<file path="src/hdl/dccp_pkg.sv">
// Shared types and constants for the degree/co-degree core peeling block.
// No dependencies; imported by every module of the block.
`default_nettype none

package dccp_pkg;

    localparam int CFG_W       = 9;
    localparam int CHUNK_W     = 32;
    localparam int CHUNK_SUM_W = $clog2(CHUNK_W + 1);

    localparam logic [1:0] REG_VERTEX_COUNT  = 2'd0;
    localparam logic [1:0] REG_MIN_DEGREE    = 2'd1;
    localparam logic [1:0] REG_MIN_NONDEGREE = 2'd2;

    typedef enum logic [7:0] {
        ST_CLR   = 8'b0000_0001,
        ST_IDLE  = 8'b0000_0010,
        ST_WRB   = 8'b0000_0100,
        ST_INIT  = 8'b0000_1000,
        ST_VISIT = 8'b0001_0000,
        ST_POP   = 8'b0010_0000,
        ST_CHECK = 8'b0100_0000,
        ST_DONE  = 8'b1000_0000
    } state_t;

    typedef struct packed {
        logic step;
        logic clear;
    } pop_ctl_t;

    function automatic logic [2:0] nib_pop(input logic [3:0] x);
        return 3'(x[0]) + 3'(x[1]) + 3'(x[2]) + 3'(x[3]);
    endfunction

endpackage

`default_nettype wire

</file>
<file path="src/hdl/dccp_pop_unit.sv">
// Shared population-count accumulator: adds the ones of one 32-bit chunk
// per step. Uses dccp_pkg for the chunk width and nibble count.
`default_nettype none

module dccp_pop_unit
    import dccp_pkg::*;
#(
    parameter int MAX_VERTICES = 256,
    localparam int CNT_W = $clog2(MAX_VERTICES + 1)
) (
    input  wire logic               aclk,
    input  wire pop_ctl_t           ctl,
    input  wire logic [CHUNK_W-1:0] chunk,
    output logic      [CNT_W-1:0]   count
);

    logic [CHUNK_SUM_W-1:0] sum;
    logic [CNT_W-1:0]       count_reg;

    always_comb begin
        sum = '0;
        for (int i = 0; i < CHUNK_W / 4; i++) begin
            sum = sum + CHUNK_SUM_W'(nib_pop(chunk[i*4 +: 4]));
        end
    end

    always_ff @(posedge aclk) begin
        if (ctl.step) begin
            count_reg <= ctl.clear ? CNT_W'(sum) : count_reg + CNT_W'(sum);
        end
    end

    assign count = count_reg;

endmodule

`default_nettype wire

</file>
<file path="config.mk">
export PLATFORM = sky130hd
export DESIGN_NAME = dccp_pop_unit
export DESIGN_NICKNAME = d
export VERILOG_FILES = /design/src/hdl/dccp_pkg.sv /design/src/hdl/dccp_pop_unit.sv
export SDC_FILE = /design/constraint.sdc
export NUM_CORES = 1
export LEC_CHECK = 0
export BUFFER_PORTS_ARGS = -buffer_cell sky130_fd_sc_hd__buf_2
export CAP_MARGIN = 20
export CELL_PAD_IN_SITES_DETAIL_PLACEMENT = 0
export CELL_PAD_IN_SITES_GLOBAL_PLACEMENT = 1
export CORE_MARGIN = 2
export CORE_UTILIZATION = 39
export CTS_BUF_LIST = sky130_fd_sc_hd__clkbuf_2 sky130_fd_sc_hd__clkbuf_4 sky130_fd_sc_hd__clkbuf_8
export DETAILED_ROUTE_END_ITERATION = 12
export PLACE_DENSITY = 0.76
export SETUP_SLACK_MARGIN = 0.4
export SYNTH_ARGS = -nofsm -noshare
export SYNTH_HDL_FRONTEND = slang
export SYNTH_SLANG_ARGS = --single-unit
</file>
<file path="constraint.sdc">
create_clock -name aclk -period 22.2 [get_ports aclk]
set_input_delay 6.66 -clock aclk [delete_from_list [all_inputs] [get_ports aclk]]
set_output_delay 6.66 -clock aclk [all_outputs]
set_load 0.03 [all_outputs]
</file>
==> impl_metrics.toml <==
[setup_path]
crit_end = "count[7]"
cp_data_arrival_time_ns = 12.11
path_buf_inv = 4
r2r-start = "count[0]"
critPathCaptureType = "flip-flop"
path_cells = "buf_2, inv_1, fa_1, fa_1, fa_1, fa_1, fa_1, fa_1, inv_1, ha_1, inv_1, fa_1, nor2b_1, o21ai_0, nor2b_1, xnor2_1, ha_1, nand3_1, o211ai_1, o31ai_1, mux2_2"
crit_cells = 21
critPathKind = "in -> reg"
rrSetupSlack_ns = 19.94
worstRegToRegCells = 6
crit_path_top_delay_cell = "fa_1"
required_ns = 22.18
r2r-end = "count[8]"
start_kind = "input port"
slowest_delay_ns = 0.55
crit_path_start = "chunk[0]"
cp_max_fo = 5
path_delay_family = "adder cells"
crit_top_cell = "fa_1"

[synthesis]
yosysWarnings = 0
synthCells = 151
syn_nets = 224
synth_edf_count = 9
syn_area_sq_um = 1510
yosys-top-cells-count = "51 x inv_1, 25 x fa_1, 13 x ha_1"
ys_seq_area_share_pct = 17.9
synth_top_cell_area_share_pct = 33.1
async_reset_ff_share_pct = 0
synth-seq-cells = 9
ys.flop_type = "edfxtp_1"
avgSynthCellArea_sq_um = 10.0
synth_area_leaders = "fa_1 33%, edfxtp_1 18%, inv_1 13%, ha_1 11%, mux2_2 3.0%"
synth_cell_types = 33
synth_area_leader_cell = "fa_1"
synth_most_common_cell = "inv_1"

[finish]
diodes = 0
largest_reg_flops = 9
drive_gt1_share_pct = 27.9
nets = 271
syn_to_final_growth_pct = 21.2

[floorplan]
die_area_sq_um = 4390
design.portCount = 44
std_cell_rows = 22
start_util_pct = 41.0
die_w_microns = 66.3
die_h_microns = 66.3
core_area_sq_um = 3690

[global_route]
overflow = 0
grtUsageTotal_pct = 13.5
antenna_found_initial = 0
grt_pass1_wl_microns = 4620
grt_pass1_vias = 1125
grt_max_degree = 16

[cts]
cts-resized-gates = 0
cts_setup_buffers = 0
ctsHtreeMaxLevel = 1
ctsHoldBuffers = 0
cts_tree = "built"
cts_buffers = 3
clkSinkCount = 9
clkTransAtPathRegs_ns = 0.05
max-clock-path-buffers = 2
clk_latency_ns = 0.23
cts-root-buf = "clkbuf_8"

[detailed_routing]
drt_iter0_drc = 23
drt-vias-per-instance = 4.69
drc = 0
num_vias = 1150
wl_microns = 2720
dr.pass1.iters = 4
wl_per_cell_microns = 11.1
drtAntennaViolNets = 0

[timing]
slew_viol_final = 0
setup_viol = 0
tightest_slew_ns = 0.319
rsz0062_at_grt = "no"
slew_headroom_pct = 78.5
fin_crit_ns = 12.13
max_freq_ghz = 0.0825
setup_tns_ns = 0
fin_skew_ns = 0.00609
period_share_pct = 54.6
hold_violations = 0

[run]
maxCapViolations = 0

[place]
portBuffers = 43
globalplace.congestion = 0.787
hpwl_microns = 2470

[min_path]
hold_path.class = "reg -> reg"

[outcome]
status = "completed"
==> stage by stage <==
stage	cell area [sq um]	worst slack (ns)	hold WS [ns]	utilization, %	cells
after global routing	1830	9.84	0.762	49.7	245
after detailed placement	1780	9.82	0.705	48.3	241
after global placement	1780	9.92	0.688	48.3	241
after CTS	1830	10.04	0.717	49.7	245
final	1830	10.07	0.702	49.7	245
after floorplan	1510	10.19	0.900	-	151
==> placed cells by master, fill, tap and decap left out, types with 2 or more instances in the layout <==
master,synthesis,final
buf_2,0,43
mux2_2,4,4
edfxtp_1,9,9
nand2_1,3,3
a21oi_1,2,2
ha_1,13,13
inv_1,51,51
o21ai_0,5,5
nand2b_1,2,2
o211ai_1,2,2
and3_1,2,2
nor2b_1,4,4
xnor2_1,5,5
nor2_1,3,3
nand4b_1,2,2
nand3_1,2,2
clkbuf_8,0,3
fa_1,25,25
==> layer usage <==
metal  vias up  wire (microns)  part of all wire [%]  global-route usage (%)
met3         4             162                   6.0                    3.58
met5         -               0                     0                       0
met4         0              23                  0.85                    2.81
met2        31            1380                    51                    22.5
met1       548            1150                    42                    17.8
li1        567               -                     -                       -
==> cell type report <==
class | instances | area (sq um)
flip-flops and latches | 9 | 270
clock buffers | 4 | 48.8
well taps | 48 | 60.1
fillers | 368 | 1860
inverters | 51 | 191
multi-input cells | 90 | 1050
repair buffers | 43 | 215
==> kinds of logic after synthesis <==
group           synth area share (%)
xor+xnor                        3.48
mux                             3.97
flops                           17.9
buf+inv                         12.9
fa+ha+maj                       43.9
simple gates                    7.62
compound gates                  10.3
==> worst min path at each step <==
stage | endpoint | slack (ns) | cells past startpoint | from
3_5_place_dp | count[0] | 0.70 | 2 | count[0]
3_3_place_gp | count[0] | 0.69 | 2 | count[0]
6_report | count[0] | 0.70 | 2 | count[0]
2_1_floorplan | count[8] | 0.90 | 2 | count[8]
4_1_cts | count[0] | 0.72 | 2 | count[0]
5_1_grt | count[0] | 0.76 | 2 | count[0]
==> worst min-delay path: stages (launching register included) <==
cell	delay, ns
edfxtp_1	0.34
ha_1	0.13
mux2_2	0.13
Power is not shown: default switching activity piles up to over one toggle a cycle in this logic, so the estimate is an artifact.
